$ cat config.mk
export PLATFORM = sky130hd
export DESIGN_NAME = mae_store
export DESIGN_NICKNAME = d
export VERILOG_FILES = /design/src/rtl/mae_pkg.sv /design/src/rtl/mae_store.sv
export SDC_FILE = /design/constraint.sdc
export NUM_CORES = 2
export LEC_CHECK = 0
export BUFFER_PORTS_ARGS = -buffer_cell sky130_fd_sc_hd__buf_4
export CAP_MARGIN = 0
export CORE_AREA = 2 2 431 647
export DETAILED_ROUTE_END_ITERATION = 10
export DIE_AREA = 0 0 433 649
export PLACE_DENSITY = 0.53
export SYNTH_ARGS = -nofsm -noshare
export SYNTH_HDL_FRONTEND = slang
export SYNTH_SLANG_ARGS = --single-unit
$ cat constraint.sdc
create_clock -name clk -period 3.8 [get_ports clk]
set_input_delay 0.57 -clock clk [delete_from_list [all_inputs] [get_ports clk]]
set_output_delay 0.57 -clock clk [all_outputs]
set_load 0.02 [all_outputs]
$ cat src/rtl/mae_pkg.sv
package mae_pkg;

	localparam int MAX_DIM   = 8;
	localparam int ELEM_W    = 32;
	localparam int FRAC_BITS = 16;
	localparam int IDX_W     = $clog2(MAX_DIM);
	localparam int DIM_W     = 4;
	localparam int PROD_W    = 2 * ELEM_W;
	localparam int TERM_W    = PROD_W - FRAC_BITS;
	localparam int ACC_W     = TERM_W + IDX_W;

	localparam logic [1:0] ACT_WR_A = 2'd0;
	localparam logic [1:0] ACT_WR_B = 2'd1;
	localparam logic [1:0] ACT_RUN  = 2'd2;

	localparam logic [2:0] OP_ADD   = 3'd0;
	localparam logic [2:0] OP_SUB   = 3'd1;
	localparam logic [2:0] OP_MUL   = 3'd2;
	localparam logic [2:0] OP_SCALE = 3'd3;
	localparam logic [2:0] OP_POW   = 3'd4;

	localparam logic [2:0] REG_OP     = 3'd0;
	localparam logic [2:0] REG_A_ROWS = 3'd1;
	localparam logic [2:0] REG_A_COLS = 3'd2;
	localparam logic [2:0] REG_B_ROWS = 3'd3;
	localparam logic [2:0] REG_B_COLS = 3'd4;
	localparam logic [2:0] REG_EXP    = 3'd5;
	localparam logic [2:0] REG_SCALE  = 3'd6;

	typedef logic [MAX_DIM-1:0][ELEM_W-1:0] row_t;

	typedef enum logic [2:0] {
		ST_IDLE, ST_CALC, ST_WAIT, ST_DRAIN, ST_EMIT
	} st_t;

	typedef enum logic [2:0] {
		PH_ADD, PH_SUB, PH_COPY, PH_SCALE, PH_MUL, PH_POW
	} ph_t;

	typedef struct packed {
		logic valid;
		logic first;
		logic mul;
		logic sub;
		logic load;
		logic shift;
	} cell_ctl_t;

	function automatic logic [DIM_W-1:0] dim_clip(input logic [DIM_W-1:0] r);
		logic [DIM_W-1:0] v;
		v = r;
		if (r == '0)
			v = DIM_W'(1);
		else if (r > DIM_W'(MAX_DIM))
			v = DIM_W'(MAX_DIM);
		return v;
	endfunction

	function automatic logic [ELEM_W-1:0] sat_elem(input logic [ACC_W-1:0] v);
		logic [ELEM_W-1:0] r;
		if (v[ACC_W-1:ELEM_W-1] == '0 || v[ACC_W-1:ELEM_W-1] == '1)
			r = v[ELEM_W-1:0];
		else if (v[ACC_W-1])
			r = {1'b1, {(ELEM_W-1){1'b0}}};
		else
			r = {1'b0, {(ELEM_W-1){1'b1}}};
		return r;
	endfunction

endpackage

$ cat src/rtl/mae_store.sv
module mae_store (
	input  logic                          clk,
	input  logic                          we,
	input  logic [mae_pkg::IDX_W-1:0]     wrow,
	input  logic [mae_pkg::IDX_W-1:0]     wcol,
	input  logic [mae_pkg::ELEM_W-1:0]    wdata,
	input  logic [mae_pkg::IDX_W-1:0]     rrow,
	output mae_pkg::row_t                 rdata
);

	mae_pkg::row_t mem [mae_pkg::MAX_DIM];

	always_ff @(posedge clk) begin
		if (we)
			mem[wrow][wcol] <= wdata;
	end

	always_ff @(posedge clk) begin
		rdata <= mem[rrow];
	end

endmodule

* After elaboration in Yosys (flattened, before gate mapping)
Memory sizes are Yosys's and may differ from the RTL's. A register that Yosys moved wholly into a read port is not among the register bits.
Index checks and enable logic that the tools add are counted.
** Word-level totals
- Flip-flop bits (word level) :: 0
- Logic and storage cells :: 8
- Memories kept :: 1
- Bits in writable memories :: 2048
- Memory bits (read-only) :: 0
- Output and inout bits :: 256
- Latch bits :: 0
** Cells by class
- Divide/modulo/power cells :: 0
- Bitwise gates (word level) :: 0
- Reductions and logical operators :: 1
- Add/sub/neg operators :: 0
- $lt $le $gt $ge :: 2
- Shift operators :: 0
- Equal/unequal tests :: 0
- Mux-type cells :: 4
- Multiply operators :: 0
** Memory list
- mem :: words 8, bits a word 256, rd ports 1, clocked after Yosys merged registers in 1, wr ports 1, RTL line mae_store.sv:11 : mae_pkg::row_t mem [mae_pkg::MAX_DIM];
** Operators with widths (number)
- 256-bit 2-to-1 mux :: 1
- 32-bit demux with 3-bit select :: 1
- 32-bit 2-to-1 mux :: 1
- 3-bit by 4-bit less-than comparator with 1-bit output, second input constant :: 1
- 3-bit by 1-bit >= comparator with 1-bit output, second input constant :: 1
- 1-bit logical AND :: 1
- 1-bit 2-to-1 mux :: 1

* Logic depth before layout (Yosys ltp)
- Depth after elaboration :: 5
- Mapped depth :: 5

* Least setup slack after synthesis
No wires, ideal clock.
- Path kind :: input -> register
- From :: input port we
- To :: memory mem[3][0] in the netlist's numbering (enable)
- Arrival time :: 2.938 ns
- Setup time :: 0.421 ns
- Buffers on the path :: 2
- Cell stages on the path :: 4
- Path slack :: 0.441 ns
- Cells stage by stage :: clkbuf_1 -> or4b_2 -> clkbuf_1 -> nor2_1
** Between the ends
- Word-level cells in the longest chain between the ends :: 2
** RTL lines
- start: declaration :: RTL line mae_store.sv:3 : input logic we,
- 1-bit 2-to-1 mux :: RTL line mae_store.sv:14 : if (we)
- 256-bit 2-to-1 mux (not written as such) :: RTL line mae_store.sv:15 : mem[wrow][wcol] <= wdata;
- end: declaration :: RTL line mae_store.sv:11
No other way between the ends.

* Worst setup path after layout
- From :: register rdata[108] in the netlist's numbering (read register of mem)
- To :: output port rdata[108] in the netlist's numbering
** RTL lines
- start: declaration :: RTL line mae_store.sv:8 : output mae_pkg::row_t rdata
No word-level cell between the ends.

==> results.md <==
* CTS tree: yes
* Core area at 275,000 um2
* Unrepaired setup endpoints after global routing: false
* Critical Path Slowest Stage Cell: dfxtp_1
* MaxCap Viol Count at 0
* M2 GR Usage at 24.7%
* RR Startpoint: mem[2][26]$_DFFE_PP_
* GR Util met3 at 2.24%
* Initial core utilization at 30.0%
* Fin area at 97,200 um2
* DRC errors left at 0
* Synth Instances at 3,309
* GP Congestion at 0.694
* Least-Margin Pin Slew at 1.02 ns
* I/O pin count at 299
* Dpl hpwl at 114 mm
* Crit-path max cell delay at 0.56 ns
* Antenna Nets Post-Route at 0
* Commonest non-fill, non-tap cell in the layout: edfxtp_1
* P&R area growth vs syn at 18.0%
* Seq/Total Area, Yosys at 80.9%
* Die ar. at 281,000 um2
* CP startpoint: rdata[108]$_DFF_P_
* Worst setup SP type: register
* Crit-path cells: buf_4
* #FFs+latches synth at 2,304
* Crit. End Element: primary output
* Critical path depth at 1
* Leakage at 0.0306 uW
* Critical Path RT at 3.23 ns
* Root buffer cell: clkbuf_16
* Yosys warns at 0
* F_max at 0.453 GHz
* Mapped Nets at 3,352
* Htree depth at 4
* M1 GR Usage at 18.7%
* Status: finished clean
* Synth unique cells at 18
* Total grt overflow at 0
* Num rows at 236
* Final period utilization at 58.1%
* Max FO, Critical Path at 1
* Initial antenna violation count at 21
* WL/cell at 26.6 um
* CTS Hold Bufs at 0
* Slew Limit Fails at 0
* Clk_lat worst skew at 0.86 ns
* Layout Skew at 0.0416 ns
* CTS buffer count at 213
* Setup total negative slack at 0 ns
* Family with the most delay on the worst path: flip-flops
* Post-Route WL at 204 mm
* Global Route Usage Sum at 14.4%
* Postcts setup bufs at 0
* Leading cell types in the layout, fill and taps excluded: 2,048 x edfxtp_1, 512 x mux4_2, 386 x buf_4, 256 x mux2_2, 256 x dfxtp_1
* Final Power at 52,400 uW
* Clk pin slew, worst setup/hold paths at 0.07 ns
* Critical Path Sink: rdata[108]
* Clock Sink Count at 2,304
* Worst r2r path cells at 2
* Routed vias/inst at 4.60
* Die X at 433 um
* Vias in the first global route at 37,668
* Final setup viols at 0
* Final Hold Fails at 0
* Fill cell count at 25,142
* DR iter-0 viols at 2,606
* R2R Path End: rdata[26]$_DFF_P_
* GRT busiest layer: met2
* Data arrival, critical path at 1.64 ns
* Hold Crit Class: input port to register
* Pin count of the biggest net entering global routing at 69
* Final hold slack at 0.245 ns
* # port buffers at 298
* Fraction of layout cells with a size suffix above 1 at 39.7%
* Tmin final at 2.21 ns
* Syn_area_per_cell at 24.9 um2
* R2R Setup Slk at 2.42 ns
* Pwr dens at 539 nW/um2
* Nets@finish at 3,837
* Critical setup path kind: register to primary output
* Die height at 649 um
* Detailed-route via count at 35,321
* First-pass GRT wire length at 287 mm
* Clock Tree Buf Depth at 4
* Post-CTS resize count at 0
* IR Drop Worst-Case VDD at 0.419 mV
* Area after DPL at 90,200 um2
* Post-Synthesis Cell Area at 82,300 um2
* DRT Pass-1 Iters at 5
* WP buf/inv at 1
* Slew headroom at 32.0%
## metal layers
| metal | part of all wire (%) | wire (um) |
|---|---|---|
| met3 | 4.8 | 9790 |
| met2 | 51 | 104000 |
| met5 | 0.017 | 34 |
| met1 | 42 | 85100 |
| met4 | 2.5 | 5210 |
## report_power, final
group | internal [uW] | switching [uW] | total (uW) | leakage [uW]
logic | 1100 | 1620 | 2710 | 0.00660
registers | 27900 | 249 | 28200 | 0.0206
clock network | 12200 | 9300 | 21500 | 0.00337
total | 41200 | 11200 | 52400 | 0.0306
## metrics by stage
stage | std cells | setup slack, ns | util, %
floorplan | 3309 | 0.441 | -
global placement | 7268 | 0.935 | 32.8
detailed placement | 7268 | 0.936 | 32.8
CTS | 7656 | 1.47 | 35.3
global route | 7657 | 1.53 | 35.3
finish | 7672 | 1.59 | 35.3
## Yosys cell counts
| cell type | instances | area [um2] |
|---|---|---|
| buf_6 | 31 | 349 |
| buf_2 | 20 | 100 |
| edfxtp_1 | 2048 | 61500 |
| nand4bb_1 | 3 | 33.8 |
| nand3_1 | 1 | 5.00 |
| clkbuf_1 | 53 | 199 |
| mux4_2 | 512 | 11500 |
| mux2_2 | 256 | 2880 |
| dfxtp_1 | 256 | 5120 |
| nand4_1 | 1 | 6.26 |
| buf_1 | 31 | 116 |
| buf_4 | 22 | 165 |
| or3_1 | 1 | 6.26 |
| nand4b_1 | 3 | 26.3 |
| or3b_2 | 3 | 26.3 |
| nand3b_1 | 3 | 22.5 |
| nor2_1 | 64 | 240 |
| or4b_2 | 1 | 10.0 |
## state kept, by name, indices dropped and copies added, names as in the netlist
signal and cells:
rdata 256, mem 2048
## how the worst min path moves through the flow
| stage | cells past startpoint | start | slack [ns] | to |
|---|---|---|---|---|
| final | 1 | wdata[20] | 0.25 | mem[7][212]$_DFFE_PP_ |
| after global routing | 1 | wdata[20] | 0.21 | mem[7][212]$_DFFE_PP_ |
| after CTS | 1 | wdata[22] | 0.18 | mem[6][214]$_DFFE_PP_ |
| after detailed placement | 2 | mem[6][96]$_DFFE_PP_ | 0.67 | rdata[96]$_DFF_P_ |
| after global placement | 2 | mem[6][140]$_DFFE_PP_ | 0.66 | rdata[140]$_DFF_P_ |
| after floorplan | 2 | mem[6][0]$_DFFE_PP_ | 0.66 | rdata[0]$_DFF_P_ |
## kinds of logic after synthesis
| family | Yosys count | synth area share [%] |
|---|---|---|
| buffers and inverters | 157 | 1.13 |
| and+or+nand+nor | 80 | 0.457 |
| muxes | 768 | 17.5 |
| DFF | 2304 | 80.9 |
## cell type report
cell class	instances	area, um2	share of cell area, %
clock buffers	281	5840	6.01
multi-input cells	848	15300	15.7
diodes	16	40.0	0.0412
repair buffers	427	3700	3.81
clock inverters	107	1070	1.10
flip-flops and latches	2304	66600	68.6
well taps	3689	4620	4.75
No activity file was read; power rests on OpenSTA's default activity.
