[config.mk]
export PLATFORM = sky130hd
export DESIGN_NAME = mae_cell
export DESIGN_NICKNAME = d
export VERILOG_FILES = /design/src/rtl/mae_pkg.sv /design/src/rtl/mae_cell.sv
export SDC_FILE = /design/constraint.sdc
export NUM_CORES = 2
export LEC_CHECK = 0
export BUFFER_PORTS_ARGS = -buffer_cell sky130_fd_sc_hd__buf_2
export CAP_MARGIN = 20
export CORE_UTILIZATION = 55
export CTS_CLUSTER_SIZE = 16
export DETAILED_ROUTE_END_ITERATION = 8
export PLACE_DENSITY = 0.72
export RECOVER_POWER = 25
export SLEW_MARGIN = 25
export SYNTH_ARGS = -nofsm -noshare
export SYNTH_HDL_FRONTEND = slang
export SYNTH_SLANG_ARGS = --single-unit
[constraint.sdc]
create_clock -name clk -period 6.5 [get_ports clk]
set_input_delay 1.3 -clock clk [delete_from_list [all_inputs] [get_ports clk]]
set_output_delay 1.3 -clock clk [all_outputs]
set_load 0.005 [all_outputs]
[src/rtl/mae_pkg.sv]
package mae_pkg;

	localparam int MAX_DIM   = 8;
	localparam int ELEM_W    = 32;
	localparam int FRAC_BITS = 16;
	localparam int IDX_W     = $clog2(MAX_DIM);
	localparam int DIM_W     = 4;
	localparam int PROD_W    = 2 * ELEM_W;
	localparam int TERM_W    = PROD_W - FRAC_BITS;
	localparam int ACC_W     = TERM_W + IDX_W;

	localparam logic [1:0] ACT_WR_A = 2'd0;
	localparam logic [1:0] ACT_WR_B = 2'd1;
	localparam logic [1:0] ACT_RUN  = 2'd2;

	localparam logic [2:0] OP_ADD   = 3'd0;
	localparam logic [2:0] OP_SUB   = 3'd1;
	localparam logic [2:0] OP_MUL   = 3'd2;
	localparam logic [2:0] OP_SCALE = 3'd3;
	localparam logic [2:0] OP_POW   = 3'd4;

	localparam logic [2:0] REG_OP     = 3'd0;
	localparam logic [2:0] REG_A_ROWS = 3'd1;
	localparam logic [2:0] REG_A_COLS = 3'd2;
	localparam logic [2:0] REG_B_ROWS = 3'd3;
	localparam logic [2:0] REG_B_COLS = 3'd4;
	localparam logic [2:0] REG_EXP    = 3'd5;
	localparam logic [2:0] REG_SCALE  = 3'd6;

	typedef logic [MAX_DIM-1:0][ELEM_W-1:0] row_t;

	typedef enum logic [2:0] {
		ST_IDLE, ST_CALC, ST_WAIT, ST_DRAIN, ST_EMIT
	} st_t;

	typedef enum logic [2:0] {
		PH_ADD, PH_SUB, PH_COPY, PH_SCALE, PH_MUL, PH_POW
	} ph_t;

	typedef struct packed {
		logic valid;
		logic first;
		logic mul;
		logic sub;
		logic load;
		logic shift;
	} cell_ctl_t;

	function automatic logic [DIM_W-1:0] dim_clip(input logic [DIM_W-1:0] r);
		logic [DIM_W-1:0] v;
		v = r;
		if (r == '0)
			v = DIM_W'(1);
		else if (r > DIM_W'(MAX_DIM))
			v = DIM_W'(MAX_DIM);
		return v;
	endfunction

	function automatic logic [ELEM_W-1:0] sat_elem(input logic [ACC_W-1:0] v);
		logic [ELEM_W-1:0] r;
		if (v[ACC_W-1:ELEM_W-1] == '0 || v[ACC_W-1:ELEM_W-1] == '1)
			r = v[ELEM_W-1:0];
		else if (v[ACC_W-1])
			r = {1'b1, {(ELEM_W-1){1'b0}}};
		else
			r = {1'b0, {(ELEM_W-1){1'b1}}};
		return r;
	endfunction

endpackage

[src/rtl/mae_cell.sv]
module mae_cell (
	input  logic                          clk,
	input  logic                          arst_n,
	input  mae_pkg::cell_ctl_t            ctl,
	input  logic signed [mae_pkg::ELEM_W-1:0] x,
	input  logic signed [mae_pkg::ELEM_W-1:0] y,
	input  logic [mae_pkg::ELEM_W-1:0]    nbr_in,
	output logic [mae_pkg::ELEM_W-1:0]    sh_out
);

	logic signed [mae_pkg::PROD_W-1:0]   prod;
	logic signed [mae_pkg::ELEM_W:0]     sum;
	logic [mae_pkg::TERM_W-1:0]          term_s1;
	logic                                val_s1, first_s1;
	logic [mae_pkg::ACC_W-1:0]           acc_q;
	logic [mae_pkg::ELEM_W-1:0]          sh_q;

	assign prod = x * y;
	assign sum  = ctl.sub ? ({x[mae_pkg::ELEM_W-1], x} - {y[mae_pkg::ELEM_W-1], y})
	                      : ({x[mae_pkg::ELEM_W-1], x} + {y[mae_pkg::ELEM_W-1], y});

	always_ff @(posedge clk or negedge arst_n) begin
		if (!arst_n) begin
			val_s1   <= 1'b0;
			first_s1 <= 1'b0;
		end else begin
			val_s1   <= ctl.valid;
			first_s1 <= ctl.first;
		end
	end

	// product keeps its high bits: floor of the fraction drop
	always_ff @(posedge clk) begin
		if (ctl.valid) begin
			if (ctl.mul)
				term_s1 <= prod[mae_pkg::PROD_W-1:mae_pkg::FRAC_BITS];
			else
				term_s1 <= {{(mae_pkg::TERM_W-mae_pkg::ELEM_W-1){sum[mae_pkg::ELEM_W]}}, sum};
		end
	end

	always_ff @(posedge clk) begin
		if (val_s1)
			acc_q <= (first_s1 ? '0 : acc_q)
			       + {{(mae_pkg::ACC_W-mae_pkg::TERM_W){term_s1[mae_pkg::TERM_W-1]}}, term_s1};
	end

	always_ff @(posedge clk) begin
		if (ctl.load)
			sh_q <= mae_pkg::sat_elem(acc_q);
		else if (ctl.shift)
			sh_q <= nbr_in;
	end

	assign sh_out = sh_q;

endmodule

# Word level (Yosys, flattened, before mapping)
# Cells that the tools add are included.
[totals] reg_bits=133 elab_cells=20
[op_classes] add_sub_neg=3 n_mul=1 n_eq_ne=1 muxes=7 reduce_logical=3
[op_table] cell="$mux W32" count=4
[op_table] cell="$mul A32 B32 Y64" count=1
[op_table] cell="$add A51 B51 Y51" count=1
[op_table] cell="$mux W51" count=1
[op_table] cell="$mux W48" count=1
[op_table] cell="$add A32 B32 Y33" count=1
[op_table] cell="$mux W33" count=1
[op_table] cell="$sub A32 B32 Y33" count=1
[op_table] cell="$eq A20 B20 Y1 const B" count=1
[op_table] cell="$logic_not A20 Y1" count=1
[op_table] cell="$reduce_bool A2 Y1" count=1
[op_table] cell="$logic_or A1 B1 Y1" count=1

# Longest topological paths before layout
[depth] depth_word=4 depth_mapped=30 mapped_depth_nobuf=27

# Worst setup path before layout
# OpenSTA, ideal clock, no wires.
[synth_path] path_kind="input to register" startpoint="input y[5] in the netlist's numbering" endpoint="register term_s1[47] in the netlist's numbering, data pin" arrival_time_ps=8893 required_ps=6246 setup_slack_ps=-2647 stages=29 n_path_buf=3 path_cell_list="clkbuf_1 buf_1 nand2_1 inv_1 fa_1 inv_1 fa_1 inv_1 fa_1 fa_1 inv_1 fa_1 inv_1 fa_1 inv_1 fa_1 inv_1 fa_1 ha_1 clkbuf_1 and3_1 nand2_1 nor2_1 nand3_1 o21ai_1 a221oi_1 o41ai_1 xnor2_1 a21o_1"
[synth_between] elab_chain_cells=3 elab_cells_between_ends=5 classes_between="2 x add/sub; 1 x mul; 2 x mux"
[synth_lines] element="from (decl)" line="mae_cell.sv:6" text="input logic signed [mae_pkg::ELEM_W-1:0] y,"
[synth_lines] element="branches (longest 2 deep; another with $mul A32 B32 Y64)"
[synth_lines] element="$mux W48 *" line="mae_cell.sv:35" text="if (ctl.mul)"
[synth_lines] element="to (signal assigned)" line="mae_cell.sv:36" text="term_s1 <= prod[mae_pkg::PROD_W-1:mae_pkg::FRAC_BITS];"
[synth_lines] element="to (signal assigned)" line="mae_cell.sv:38" text="term_s1 <= {{(mae_pkg::TERM_W-mae_pkg::ELEM_W-1){sum[mae_pkg::ELEM_W]}}, sum};"
[synth_lines] element="to (decl)" line="mae_cell.sv:13" text="logic [mae_pkg::TERM_W-1:0] term_s1;"
# Every way passes the cells marked *.
# A chain may end at the register's enable or synchronous reset.

# Worst setup path in the final report
[layout_path] startpoint="input x[5] in the netlist's numbering" endpoint="register term_s1[40] in the netlist's numbering, data pin"
[layout_between] elab_chain_cells=3 elab_cells_between_ends=5 classes_between="2 x add/sub; 1 x mul; 2 x mux"
[layout_lines] element="from (decl)" line="mae_cell.sv:5" text="input logic signed [mae_pkg::ELEM_W-1:0] x,"
[layout_lines] element="branches (longest 2 deep; another with $mul A32 B32 Y64)"
[layout_lines] element="$mux W48 *" line="mae_cell.sv:35"
# Marked as above.

==> summary.txt <==
Final layout
  – Fill count: between 6,000 and 7,000
  – Fin nets: slightly below 7,000
  – Most common cell after layout, fill and taps aside: fa_1
  – Core Util, Final: 0.6560
  – Area Growth Syn to Fin: 17.83%
  – Most frequent cells in the layout: fa_1 (1,023), inv_1 (951), nand2_1 (566), and2_1 (481), buf_4 (421)
  – FF/Latch Area: 3985 µm²
  – Share of cells above drive strength 1: 0.1834
  – Multi-input gate area: between 30,000 and 40,000 µm²

Status
  – Failing checks: DRC, capacitance limit, slew limit, setup timing
  – Run status: complete, but fails checks

Route
  – Final WL: approximately 130 mm
  – DR vias/cell: 5.548
  – Routed vias: 35,500
  – Post-DRT Antenna Nets: 0
  – DRC violations left: 1
  – Iter 0 DRT Violations: approximately 2,400
  – Drt pass-1 iters: 9
  – Detailed-route wire length per cell: ~20 µm

Timing
  – Setup Skew: slightly below 0.009 ns
  – Period utilization: 1.246
  – Relative slew slack: -1.047
  – Final Critical Period: 8.096 ns
  – Final Hold Fails: 0
  – Final setup vio count: 48
  – Fin worst setup slack: -1.596 ns
  – Slew Viols, Final: roughly 100
  – Max Fclk: between 0.1 and 0.15 GHz
  – Worst-Margin Slew: slightly above 3 ns
  – RSZ-0062 raised after global routing: true

Logic synthesis
  – Net Count, Synth: 6,354
  – Top FF cell, synth: edfxtp_1
  – EDFF count, synth: approximately 130
  – Syn Area/Cell: between 9 and 10 µm²
  – Synth warnings: 0
  – Async SR Flop Fraction: 0.01504
  – Synth cell types: slightly above 70
  – Synth Register Bits: roughly 130
  – Synthesized instance count: a little under 5,000
  – Register area share after synthesis: 0.08701
  – Cell area after synthesis: between 40,000 and 50,000 µm²

Place
  – Final Wtd Congestion: about 0.97
  – Port Buffers: roughly 140
  – HPWL after DPL: 108.3 mm

Clocking
  – CTS Hold Bufs: 0
  – CTS tree: done
  – Number of buffers created by CTS: 17
  – Root Driver: clkbuf_16
  – Clock transition at path regs: about 0.06 ns
  – Clk_lat worst skew: 0.42 ns
  – Clock sink count: approximately 130
  – H-tree Lvls: 4
  – Clock Path Buffers: 2

Floorplan
  – Die height: around 290 µm
  – Rows: 105
  – Core footprint: between 80,000 and 90,000 µm²
  – Starting Density: 0.5567
  – Die Wd: about 290 µm
  – Die area: approximately 84,000 µm²
  – Io pins: roughly 140

Global route
  – Initial antenna violation count: 7
  – Largest net degree at the start of global routing: 58
  – First-pass GRT wire length: ~210 mm
  – Via count of the first global-routing pass: around 40,000
  – Total track usage: 0.3184
  – Grt ovf: 0

Worst setup path
  – CP required: slightly below 7 ns
  – Worst setup SP type: primary input
  – Crit end category: flip-flop
  – Buf/Inv on CP: 7
  – Cell mode on critical path: fa_1
  – Worst path arrival time: approximately 8.4 ns
  – Slowest stage delay, CP: roughly 0.55 ns
  – Cell at the slowest stage of the critical path: fa_1
  – Crit path kind: in2reg
  – CP max FO: 4
  – Delay-heaviest family, CP: adder cells

Hold path
  – Worst Hold Class: reg2reg

Job
  – Max Cap Violations: 2
==> worst register-to-register path, cell delays in order, from the launching register on <==
cell       delay [ns]
dfrtp_1          0.57
buf_4            0.53
nor2b_1          0.15
ha_1             0.37
and3_1           0.25
o2111ai_1        0.14
o221ai_1         0.46
o2bb2ai_2        0.19
o41ai_1          0.34
buf_4            0.21
a211oi_1         0.07
o21ba_2          0.24
o21ai_1          0.32
a221oi_1         0.16
xnor2_1          0.15
==> cell type report <==
type | count | share of cell area
timing repair buffer | 656 | 0.1073
inverter | 978 | 0.06817
antenna | 1 | 0.00004639
clock buffer | 18 | 0.007955
tap | 1070 | 0.02482
clock inverter | 13 | 0.002969
multi-input combinational | 3529 | 0.7149
sequential | 133 | 0.07387
==> logic make-up after synthesis <==
logic type | Yosys count | synth area share
compound gates | 515 | 0.07171
xor+xnor | 157 | 0.03003
fa+ha+maj | 1346 | 0.5454
buf+inv | 1242 | 0.1019
flops | 133 | 0.08701
mux | 6 | 0.001476
simple gates | 1505 | 0.1624
==> path summary, 6_finish.rpt <==
check | start | end | slack [ns] | cells after the start
setup / recovery | x[5] | term_s1[40] | -1.60 | 26
hold / removal | acc_q[10] | sh_out[10] | 0.60 | 2
setup reg to reg | first_s1 | acc_q[49] | 2.08 | 14
hold reg to reg | acc_q[10] | sh_out[10] | 0.60 | 2
max in group asynchronous | arst_n | val_s1 | 5.71 | 1
min in group asynchronous | arst_n | first_s1 | 0.65 | 1
==> metal layers <==
layer / GRT usage / vias up / wire length (µm)
li1: - / 15630 / -
met1: 0.4029 / 18180 / 50360
met2: 0.5447 / 1321 / 63130
met3: 0.05078 / 352 / 9423
met4: 0.1330 / 14 / 6468
met5: 0 / - / 78
==> sequential cells by signal, indices dropped and copies added (netlist names) <==
name,flops
acc_q,51
first_s1,1
sh_out,32
term_s1,48
val_s1,1
==> synthesized netlist by cell type (12+ instances only) <==
cell type	instances	area share
o21ai_0	99	0.011
ha_1	263	0.072
xor2_1	40	0.0077
nor3_1	28	0.0031
edfxtp_1	131	0.086
o31ai_1	12	0.0020
fa_1	1083	0.47
inv_1	978	0.080
nand2b_1	22	0.0030
and2_1	510	0.070
a21oi_1	171	0.019
clkbuf_1	248	0.020
xnor2_1	117	0.022
nand2_1	585	0.048
o21a_1	24	0.0039
o21bai_1	22	0.0036
a211oi_1	17	0.0028
a21o_1	76	0.012
buf_1	12	0.00098
nand3_1	33	0.0036
nor2b_1	64	0.0087
a31oi_1	14	0.0019
nor2_1	191	0.016
nand4_1	29	0.0040
==> repair_timing <==
action / CTS / global route
pin swaps: 144 / 133
endpoints found under the setup margin: 48 / 48
setup buffers: 45 / 22
gates resized for setup: 302 / 159
gates cloned: 5 / 1
==> metrics by stage <==
step	TNS (ns)	setup slack (ns)	area [µm²]	hold WS, ns	instances
2_1_floorplan	-59.08	-2.030	46500	0.5257	4904
3_3_place_gp	-89.40	-2.296	50930	0.5855	6296
3_5_place_dp	-92.78	-2.379	50930	0.5793	6296
4_1_cts	-59.61	-1.612	53190	0.6024	6375
5_1_grt	-69.09	-1.771	53950	0.6436	6398
6_report	-60.68	-1.596	53950	0.6037	6398
Power is not shown: default switching activity piles up to over one toggle a cycle in this logic, so the estimate is an artifact.
